### src/hdl/hsv2rgb_pkg.sv
// shared types and constants for the hsv to rgb converter
package hsv2rgb_pkg;

    localparam int unsigned COMP_W   = 8;
    localparam int unsigned SECTOR_W = 3;
    localparam int unsigned H6_W     = COMP_W + SECTOR_W;
    localparam int unsigned WEIGHT_W = COMP_W + 1;
    localparam int unsigned PROD_W   = 2 * COMP_W;

    typedef logic [COMP_W-1:0]   t_comp;
    typedef logic [SECTOR_W-1:0] t_sector;
    typedef logic [WEIGHT_W-1:0] t_weight;
    typedef logic [PROD_W-1:0]   t_prod;

    localparam t_comp HUE_OFFSET_RESET = 8'd170;

    // floor(p / 255) == (p * DIV255_RECIP) >> DIV255_SHIFT for any 16-bit p
    localparam logic [PROD_W-1:0] DIV255_RECIP = 16'h8081;
    localparam int unsigned       DIV255_SHIFT = 23;

    localparam t_weight WEIGHT_ONE = 9'd256;

    // color wheel sectors
    localparam t_sector SECTOR_RED_YEL = 3'd0;
    localparam t_sector SECTOR_YEL_GRN = 3'd1;
    localparam t_sector SECTOR_GRN_CYN = 3'd2;
    localparam t_sector SECTOR_CYN_BLU = 3'd3;
    localparam t_sector SECTOR_BLU_MAG = 3'd4;

endpackage

### src/hdl/hsv_to_rgb_converter_unit.sv
// hsv to rgb converter: four-stage pipeline, one word per clock when the output is not stalled
//
//  channel | direction | handshake                 | payload
//  --------+-----------+---------------------------+------------------------------------
//  in      | input     | i_in_valid / o_in_ready   | i_hue, i_saturation, i_brightness
//  out     | output    | o_out_valid / i_out_ready | o_red, o_green, o_blue
//  cfg     | input     | i_cfg_we (no wait)        | i_cfg_data (hue offset)
//
//  a word accepted at the input passes the four register stages in order (hue/product,
//  divide by 255, secondary multiply, sector select and add); throughput is one word per
//  clock when the output is not stalled; each stage holds its word when the stage below
//  is full and not moving, so a stall on the output backs up through the pipeline
//  without loss; bubbles are squeezed out
//  synchronous active-low reset clears all valid bits and loads the hue offset with 170
module hsv_to_rgb_converter_unit (
    input  logic                i_clk,
    input  logic                i_rst_n,
    // configuration
    input  logic                i_cfg_we,
    input  hsv2rgb_pkg::t_comp  i_cfg_data,
    // input channel
    input  logic                i_in_valid,
    output logic                o_in_ready,
    input  hsv2rgb_pkg::t_comp  i_hue,
    input  hsv2rgb_pkg::t_comp  i_saturation,
    input  hsv2rgb_pkg::t_comp  i_brightness,
    // output channel
    output logic                o_out_valid,
    input  logic                i_out_ready,
    output hsv2rgb_pkg::t_comp  o_red,
    output hsv2rgb_pkg::t_comp  o_green,
    output hsv2rgb_pkg::t_comp  o_blue
);
    import hsv2rgb_pkg::*;

    // hue offset register
    t_comp r_hue_offset;

    // stage enables, computed from the output backwards
    logic en_s1, en_s2, en_s3, en_out;

    // stage 1: rotated hue times six, brightness times saturation
    logic    r_s1_valid;
    t_sector r_s1_sector;
    t_comp   r_s1_frac;
    t_prod   r_s1_prod;
    t_comp   r_s1_val;

    // stage 2: chroma and secondary weight
    logic    r_s2_valid;
    t_comp   r_s2_chroma;
    t_weight r_s2_weight;
    t_sector r_s2_sector;
    t_comp   r_s2_val;

    // stage 3: secondary component and base offset
    logic    r_s3_valid;
    t_comp   r_s3_second;
    t_comp   r_s3_chroma;
    t_comp   r_s3_base;
    t_sector r_s3_sector;

    // output register
    logic    r_out_valid;
    t_comp   r_red, r_green, r_blue;

    // combinational next values
    t_comp             n_rot;
    logic [H6_W-1:0]   n_h6;
    t_prod             n_prod;
    logic [2*PROD_W-1:0] n_recip_prod;
    t_comp             n_chroma;
    t_weight           n_weight;
    logic [COMP_W+WEIGHT_W-1:0] n_sec_prod;
    t_comp             n_second;
    t_comp             n_base;
    t_comp             n_red, n_green, n_blue;

    // a stage moves when its successor is empty or moving too
    assign en_out = !r_out_valid || i_out_ready;
    assign en_s3  = !r_s3_valid  || en_out;
    assign en_s2  = !r_s2_valid  || en_s3;
    assign en_s1  = !r_s1_valid  || en_s2;

    assign o_in_ready  = en_s1;
    assign o_out_valid = r_out_valid;
    assign o_red       = r_red;
    assign o_green     = r_green;
    assign o_blue      = r_blue;

    // hue offset is written any time the enable is high
    always_ff @(posedge i_clk) begin
        if (!i_rst_n) begin
            r_hue_offset <= HUE_OFFSET_RESET;
        end else if (i_cfg_we) begin
            r_hue_offset <= i_cfg_data;
        end
    end

    // stage 1 logic: rotation wraps at 256, times six by shift and add
    always_comb begin
        n_rot  = i_hue + r_hue_offset;
        n_h6   = {1'b0, n_rot, 2'b00} + {2'b00, n_rot, 1'b0};
        n_prod = {{COMP_W{1'b0}}, i_brightness} * {{COMP_W{1'b0}}, i_saturation};
    end

    // stage 2 logic: divide by 255 via reciprocal; weight falls in odd sectors
    always_comb begin
        n_recip_prod = {{PROD_W{1'b0}}, r_s1_prod} * {{PROD_W{1'b0}}, DIV255_RECIP};
        n_chroma     = n_recip_prod[DIV255_SHIFT +: COMP_W];
        if (r_s1_sector[0]) begin
            n_weight = WEIGHT_ONE - {1'b0, r_s1_frac};
        end else begin
            n_weight = {1'b0, r_s1_frac};
        end
    end

    // stage 3 logic: secondary = chroma * weight / 256, base = value - chroma
    always_comb begin
        n_sec_prod = {{WEIGHT_W{1'b0}}, r_s2_chroma} * {{COMP_W{1'b0}}, r_s2_weight};
        n_second   = n_sec_prod[COMP_W +: COMP_W];
        n_base     = r_s2_val - r_s2_chroma;
    end

    // stage 4 logic: place chroma and secondary by sector, lift by base
    always_comb begin
        case (r_s3_sector)
            SECTOR_RED_YEL: begin
                n_red = r_s3_chroma; n_green = r_s3_second; n_blue = '0;
            end
            SECTOR_YEL_GRN: begin
                n_red = r_s3_second; n_green = r_s3_chroma; n_blue = '0;
            end
            SECTOR_GRN_CYN: begin
                n_red = '0; n_green = r_s3_chroma; n_blue = r_s3_second;
            end
            SECTOR_CYN_BLU: begin
                n_red = '0; n_green = r_s3_second; n_blue = r_s3_chroma;
            end
            SECTOR_BLU_MAG: begin
                n_red = r_s3_second; n_green = '0; n_blue = r_s3_chroma;
            end
            default: begin
                // magenta to red
                n_red = r_s3_chroma; n_green = '0; n_blue = r_s3_second;
            end
        endcase
        n_red   = n_red   + r_s3_base;
        n_green = n_green + r_s3_base;
        n_blue  = n_blue  + r_s3_base;
    end

    // valid bits
    always_ff @(posedge i_clk) begin
        if (!i_rst_n) begin
            r_s1_valid  <= 1'b0;
            r_s2_valid  <= 1'b0;
            r_s3_valid  <= 1'b0;
            r_out_valid <= 1'b0;
        end else begin
            if (en_s1)  r_s1_valid  <= i_in_valid;
            if (en_s2)  r_s2_valid  <= r_s1_valid;
            if (en_s3)  r_s3_valid  <= r_s2_valid;
            if (en_out) r_out_valid <= r_s3_valid;
        end
    end

    // payload registers, no reset
    always_ff @(posedge i_clk) begin
        if (en_s1) begin
            r_s1_sector <= n_h6[H6_W-1 -: SECTOR_W];
            r_s1_frac   <= n_h6[COMP_W-1:0];
            r_s1_prod   <= n_prod;
            r_s1_val    <= i_brightness;
        end
        if (en_s2) begin
            r_s2_chroma <= n_chroma;
            r_s2_weight <= n_weight;
            r_s2_sector <= r_s1_sector;
            r_s2_val    <= r_s1_val;
        end
        if (en_s3) begin
            r_s3_second <= n_second;
            r_s3_chroma <= r_s2_chroma;
            r_s3_base   <= n_base;
            r_s3_sector <= r_s2_sector;
        end
        if (en_out) begin
            r_red   <= n_red;
            r_green <= n_green;
            r_blue  <= n_blue;
        end
    end

endmodule

### config.mk
export PLATFORM = sky130hd
export DESIGN_NAME = hsv_to_rgb_converter_unit
export DESIGN_NICKNAME = d
export VERILOG_FILES = /design/src/hdl/hsv2rgb_pkg.sv /design/src/hdl/hsv_to_rgb_converter_unit.sv
export SDC_FILE = /design/constraint.sdc
export NUM_CORES = 1
export LEC_CHECK = 0
export BUFFER_PORTS_ARGS = -buffer_cell sky130_fd_sc_hd__buf_4
export CAP_MARGIN = 20
export CORE_ASPECT_RATIO = 0.7
export CORE_MARGIN = 2
export CORE_UTILIZATION = 38
export DETAILED_ROUTE_END_ITERATION = 8
export MAX_ROUTING_LAYER = met4
export PLACE_DENSITY_LB_ADDON = 0.08
export SLEW_MARGIN = 10
export SYNTH_ARGS = -nofsm -noshare
export SYNTH_HDL_FRONTEND = slang
export SYNTH_SLANG_ARGS = --single-unit
### constraint.sdc
create_clock -name i_clk -period 9 [get_ports i_clk]
set_clock_uncertainty 0.1 [all_clocks]
set_input_delay 0.45 -clock i_clk [delete_from_list [all_inputs] [get_ports i_clk]]
set_output_delay 0.45 -clock i_clk [all_outputs]
set_load 0.005 [all_outputs]
==> impl_metrics.env, run 1 <==
export IMPL_netlist_instances=1043
export IMPL_avgSynthCellArea_sq_um=10.7
export IMPL_grtUsageTotal=0.164
export IMPL_syn_nets=1332
export IMPL_reg2reg_depth=16
export IMPL_path_class="flip-flop to flip-flop"
export IMPL_synth_seq_area_share=0.324
export IMPL_drtIter0Drc=339
export IMPL_cp_depth=16
export IMPL_synthArstFlopShare=0
export IMPL_status="complete, no violations"
export IMPL_cp_common_cell="fa_1"
export IMPL_wl_per_cell_microns=15.1
export IMPL_grt_overflow=0
export IMPL_numCtsBuffers=17
export IMPL_grt_pass1_wl_microns=38200
export IMPL_grt_max_degree=37
export IMPL_drive_gt1_frac=0.105
export IMPL_die_h_microns=147
export IMPL_syn_to_final_growth_pct=13.7
export IMPL_ys_types=53
export IMPL_drcViolationCount=0
export IMPL_path_clk_slew_ns=0.06
export IMPL_die_w_microns=208
export IMPL_hold_violations=0
export IMPL_vias=7131
export IMPL_end_kind="flip-flop"
export IMPL_drv_slew=0
export IMPL_initial_core_util=0.386
export IMPL_cp_top_family="adder cells"
export IMPL_fin_tns_setup_ns=0
export IMPL_vias_per_cell=4.73
export IMPL_whs_path_depth=3
export IMPL_hold_path_class="input pin to flip-flop"
export IMPL_post_cts_buffers=0
export IMPL_port_buffers=62
export IMPL_final_antenna_net_count=0
export IMPL_timing_final_crit_share=0.548
export IMPL_ios=63
export IMPL_ys_ff_latch=124
export IMPL_synthesis_area_sq_um=11100
export IMPL_antenna_found_initial=0
export IMPL_drt_wl_total_microns=22700
export IMPL_relSlewSlack=0.390
export IMPL_clk_latency_ns=0.42
export IMPL_synth_ff_type="edfxtp_1"
export IMPL_fin_nets=1405
export IMPL_max_freq_ghz=0.203
export IMPL_hpwlAfterDp_microns=18200
export IMPL_clock_path_buffers=2
export IMPL_postCtsHoldBufs=0
export IMPL_crit_path_max_fanout=10
export IMPL_place_congestion=0.793
export IMPL_setup_viol=0
export IMPL_grt_pass1_vias=7250
export IMPL_h_tree_depth=4
export IMPL_drt_pass1_iter_count=5
export IMPL_critPathRequiredTime_ns=9.06
export IMPL_rsz0062_at_grt="no"
export IMPL_die_area_sq_um=30700
export IMPL_cts_root_buf="clkbuf_16"
export IMPL_cts_num_sinks=124
export IMPL_cts_resized=0
export IMPL_critPathMaxStageDelay_ns=0.55
export IMPL_arrival_ns=4.99
export IMPL_num_antenna_cells=0
export IMPL_synth_edf_count=112
export IMPL_ys_warn_count=0
export IMPL_maxCapViolCount=0
export IMPL_startpoint_type="flip-flop"
export IMPL_cp_slowest_cell="fa_1"
export IMPL_tightest_slew_ns=0.915
export IMPL_core_sq_um=28800
export IMPL_critical_path_cell_chain="nand2_1 > fa_1 > fa_1 > inv_1 > fa_1 > inv_1 > fa_1 > inv_1 > ha_1 > a21o_1 > a21o_1 > a21oi_2 > a21boi_2 > a311o_2 > a21oi_2 > xnor2_1"
export IMPL_rows=52
export IMPL_fill_cells=2786
export IMPL_path_buf_inv=3
export IMPL_period_needed_ns=4.93
export IMPL_tritoncts="yes"
routing by layer:
layer,wire [microns],vias up,track usage
li1,-,3704,-
met5,0,-,-
met1,13000,3347,0.250
met3,526,7,0.0265
met4,119,0,0.0335
met2,9070,73,0.226
state kept, by name, indices dropped and copies added, names as in the netlist, 7 cells and up:
name	count
o_blue	8
o_green	8
o_red	8
r_hue_offset	8
r_s1_frac	7
r_s1_prod	16
r_s1_val	8
r_s2_chroma	8
r_s2_val	8
r_s2_weight	8
r_s3_base	8
r_s3_chroma	8
r_s3_second	8
per-stage QoR:
step            util  area, sq um  cells  worst slack, ns  hold slack [ns]
6_report       0.438        12600   1507             4.07            0.143
5_1_grt        0.438        12600   1507             3.76            0.132
4_1_cts        0.437        12600   1506             4.04            0.118
3_5_place_dp   0.417        12000   1474             4.03            0.305
3_3_place_gp   0.417        12000   1474             4.06            0.300
2_1_floorplan      -        11100   1043             4.24            0.300
cells by family after synthesis:
kind of cell | after synthesis | synth area share
AOI/OAI and AO/OA | 160 | 0.0959
xor gates and xnor gates | 72 | 0.0567
adders and majority gates | 252 | 0.335
buffers and inverters | 139 | 0.0472
DFF | 124 | 0.324
muxes | 16 | 0.0152
and+or+nand+nor | 280 | 0.126
cell usage in the layout, fill, tap and decap left out, types with 5 or more instances in the layout:
cell type | synthesis | final
nor2_1 | 30 | 30
mux2_2 | 7 | 7
clkbuf_16 | 0 | 17
mux2i_1 | 9 | 9
inv_1 | 126 | 126
o21a_1 | 8 | 8
xor2_1 | 19 | 19
fa_1 | 76 | 76
a21o_1 | 19 | 19
o21ai_0 | 23 | 23
a22o_1 | 13 | 13
o21bai_1 | 9 | 9
ha_1 | 176 | 176
o21ai_1 | 5 | 5
edfxtp_1 | 112 | 112
buf_4 | 0 | 65
nand2b_1 | 5 | 5
dfxtp_1 | 12 | 12
xnor2_1 | 53 | 53
nand3_1 | 6 | 6
nor2b_1 | 14 | 14
and2_1 | 97 | 97
a21oi_1 | 54 | 54
nand2_1 | 112 | 112
cell usage after synthesis, drive strengths merged (2+ instances only):
cell | number | area [sq um]
dfxtp | 12 | 240
and2 | 97 | 607
ha | 176 | 2200
edfxtp | 112 | 3360
xor2 | 19 | 166
nor2 | 30 | 113
o211ai | 4 | 35.0
fa | 76 | 1520
o21ai | 28 | 140
or2 | 2 | 12.5
and3 | 5 | 32.5
nand2b | 5 | 31.3
a2111oi | 2 | 36.3
a21boi | 2 | 18.8
o21bai | 9 | 67.6
xnor2 | 53 | 464
o41ai | 3 | 33.8
a211oi | 2 | 15.0
a22o | 13 | 114
nor3 | 3 | 15.0
clkbuf | 9 | 33.8
inv | 127 | 477
buf | 3 | 13.8
a21oi | 58 | 305
nor2b | 14 | 87.6
nor4 | 2 | 12.5
nand2 | 112 | 420
nand3 | 7 | 40.0
a31oi | 4 | 25.0
o21a | 8 | 60.1
mux2 | 7 | 78.8
a21o | 19 | 143
o31a | 2 | 17.5
mux2i | 9 | 90.1
final cells by class:
type                    count  area (sq um)  share of cell area
clock buffers              20           447              0.0353
multi-input cells         780          6990               0.553
inverters                 127           477              0.0377
clock inverters            12           136              0.0108
flip-flops and latches    124          3600               0.285
well taps                 378           473              0.0374
repair buffers             66           515              0.0408
path summary, 6_finish.rpt:
check | slack [ns] | end | start
max | 4.07 | r_s3_second[7] | r_s2_chroma[7]
min | 0.14 | r_hue_offset[1] | i_cfg_data[1]
min reg2reg | 0.32 | r_s2_val[5] | r_s1_val[5]
max reg2reg | 4.07 | r_s3_second[7] | r_s2_chroma[7]
worst reg2reg max path: cells and delay by family (launching register included):
kind | cells | cell delay (ns)
buf+inv | 3 | 0.15
xor+xnor | 1 | 0.07
compound gates | 6 | 1.26
fa+ha+maj | 5 | 2.45
flops | 1 | 0.52
simple gates | 1 | 0.13
Power of run 1 is not shown: default switching activity piles up to over one toggle a cycle in this logic, so the estimate is an artifact.
==> inputs of run 2 (changes only) <==
clock period = 4.7 ns   (was 9 ns; I/O delays follow)
==> run 2 against run 1 <==
Utilization increased by 2.1 points. Count of clock-buffer cells in the layout shrank 3. Routed wire length up 2.1%. Via count rose by 5.0%. Setup slack worse by 3.9 ns. Non-clock buffer count grew 63. Sequential share of layout area shrank 1.3 points. First-iteration DRC count is 2.4% lower.
==> impl_metrics.env, run 2 (synthesis results as in run 1) <==
export IMPL_timing_final_crit_share=0.970
export IMPL_h_tree_depth=4
export IMPL_globalRouteMet2Util=0.232
export IMPL_setup_viol=0
export IMPL_syn_to_final_growth_pct=19.2
export IMPL_cts_num_sinks=124
export IMPL_drive_gt1_frac=0.155
export IMPL_grt_overflow=0
export IMPL_largest_reg_flops=16
export IMPL_fin_nets=1468
export IMPL_final_cells=1570
export IMPL_cts_root_buf="clkbuf_16"
export IMPL_final_antenna_net_count=0
export IMPL_initial_core_util=0.386
export IMPL_busiest_layer="met1"
export IMPL_ios=63
export IMPL_die_area_sq_um=30700
export IMPL_status="complete, no violations"
export IMPL_tightest_slew_ns=0.945
export IMPL_path_clk_slew_ns=0.06
export IMPL_end_kind="flip-flop"
export IMPL_place_congestion=0.805
export IMPL_grt_pass1_wl_microns=39200
export IMPL_final_common_cell="ha_1"
export IMPL_die_h_microns=147
export IMPL_hold_path_class="input pin to flip-flop"
export IMPL_clk_latency_ns=0.42
export IMPL_arrival_ns=4.63
export IMPL_fin_util=0.459
export IMPL_drtIter0Drc=331
export IMPL_clock_path_buffers=2
export IMPL_max_freq_ghz=0.219
export IMPL_num_antenna_cells=0
export IMPL_fill_cells=2718
export IMPL_grtUsageTotal=0.167
export IMPL_whs_path_depth=2
export IMPL_tritoncts="yes"
export IMPL_numCtsBuffers=17
export IMPL_drcViolationCount=0
export IMPL_most_common_layout_cells="ha_1, inv_1, edfxtp_1, nand2_1, buf_4"
export IMPL_port_buffers=62
export IMPL_startpoint_type="flip-flop"
export IMPL_top_register="r_s1_prod"
export IMPL_rsz0062_at_grt="yes"
export IMPL_critPathRequiredTime_ns=4.77
export IMPL_grt_max_degree=36
export IMPL_antenna_found_initial=0
export IMPL_place_inst=1498
export IMPL_met3_usage=0.0289
export IMPL_hpwlAfterDp_microns=18500
export IMPL_rows=52
export IMPL_vias=7484
export IMPL_vias_per_cell=4.77
export IMPL_grt_pass1_vias=7648
export IMPL_grtUsageMet1=0.254
export IMPL_relSlewSlack=0.369
export IMPL_drt_pass1_iter_count=4
export IMPL_final_area_sq_um=13200
export IMPL_wl_per_cell_microns=14.8
export IMPL_period_needed_ns=4.56
export IMPL_crit_path_max_fanout=7
export IMPL_drv_slew=0
export IMPL_drt_wl_total_microns=23200
export IMPL_hold_violations=0
export IMPL_fin_tns_setup_ns=0
export IMPL_maxCapViolCount=0
export IMPL_reg2reg_depth=16
export IMPL_placed_cell_area_sq_um=12200
export IMPL_core_sq_um=28800
export IMPL_path_class="flip-flop to flip-flop"
export IMPL_die_w_microns=208
-- run 2: cell count changes in the layout (fill, tap and decap cells not counted), moves of 4 or more --
cell,before,now
and2_1,97,90
dlygate4sd3_1,0,19
inv_8,0,5
ha_1,176,170
ha_4,0,4
buf_4,65,105
and2_4,0,7
-- run 2: worst paths after layout --
path              slack [ns]             end       startpoint
setup / recovery        0.14  r_s3_second[7]   r_s2_chroma[3]
hold / removal          0.05     r_s1_val[0]  i_brightness[0]
setup reg to reg        0.14  r_s3_second[7]   r_s2_chroma[3]
hold reg to reg         0.32     r_s2_val[5]      r_s1_val[5]
-- run 2: final cells by class --
class	instances	area, sq um	share of cell area
Clock buffer	17	425	0.0321
Clock inverter	15	144	0.0109
Inverter	127	477	0.0360
Multi-Input combinational cell	780	7070	0.534
Sequential cell	124	3600	0.272
Tap cell	378	473	0.0357
Timing Repair Buffer	129	1040	0.0789
-- run 2: critical path, stage by stage, from the launching register on --
cell,delay (ns)
edfxtp_1,0.51
buf_4,0.19
and2_4,0.15
fa_2,0.35
fa_1,0.47
fa_1,0.55
inv_1,0.05
fa_1,0.49
inv_2,0.05
ha_4,0.20
a21o_1,0.15
a21o_1,0.18
a21oi_2,0.17
a21boi_2,0.09
a311o_2,0.42
a21oi_2,0.14
xnor2_1,0.08
-- run 2: timing repair --
action | CTS | global route
setup endpoints to repair | 1 | 5
resized for setup | 1 | 23
pin swaps | 5 | 26
hold buffers | 19 | 0
hold endpoints to repair | 16 | 0
buffers inserted | 4 | 16
-- run 2: per-stage QoR --
| step | worst slack [ns] | hold WS (ns) |
|---|---|---|
| global route | -0.0120 | 0.0384 |
| detailed placement | -0.0510 | 0.305 |
| CTS | 0.0267 | 0.0403 |
| global placement | -0.0230 | 0.301 |
| finish | 0.143 | 0.0548 |
| floorplan | 0.0285 | 0.234 |
-- run 2: per-layer routing --
metal,wire length (microns),vias to the layer above
li1,-,3823
met1,13200,3572
met2,9320,83
met3,572,6
met4,135,0
met5,0,-
Power of run 2 is left out for the same reason.
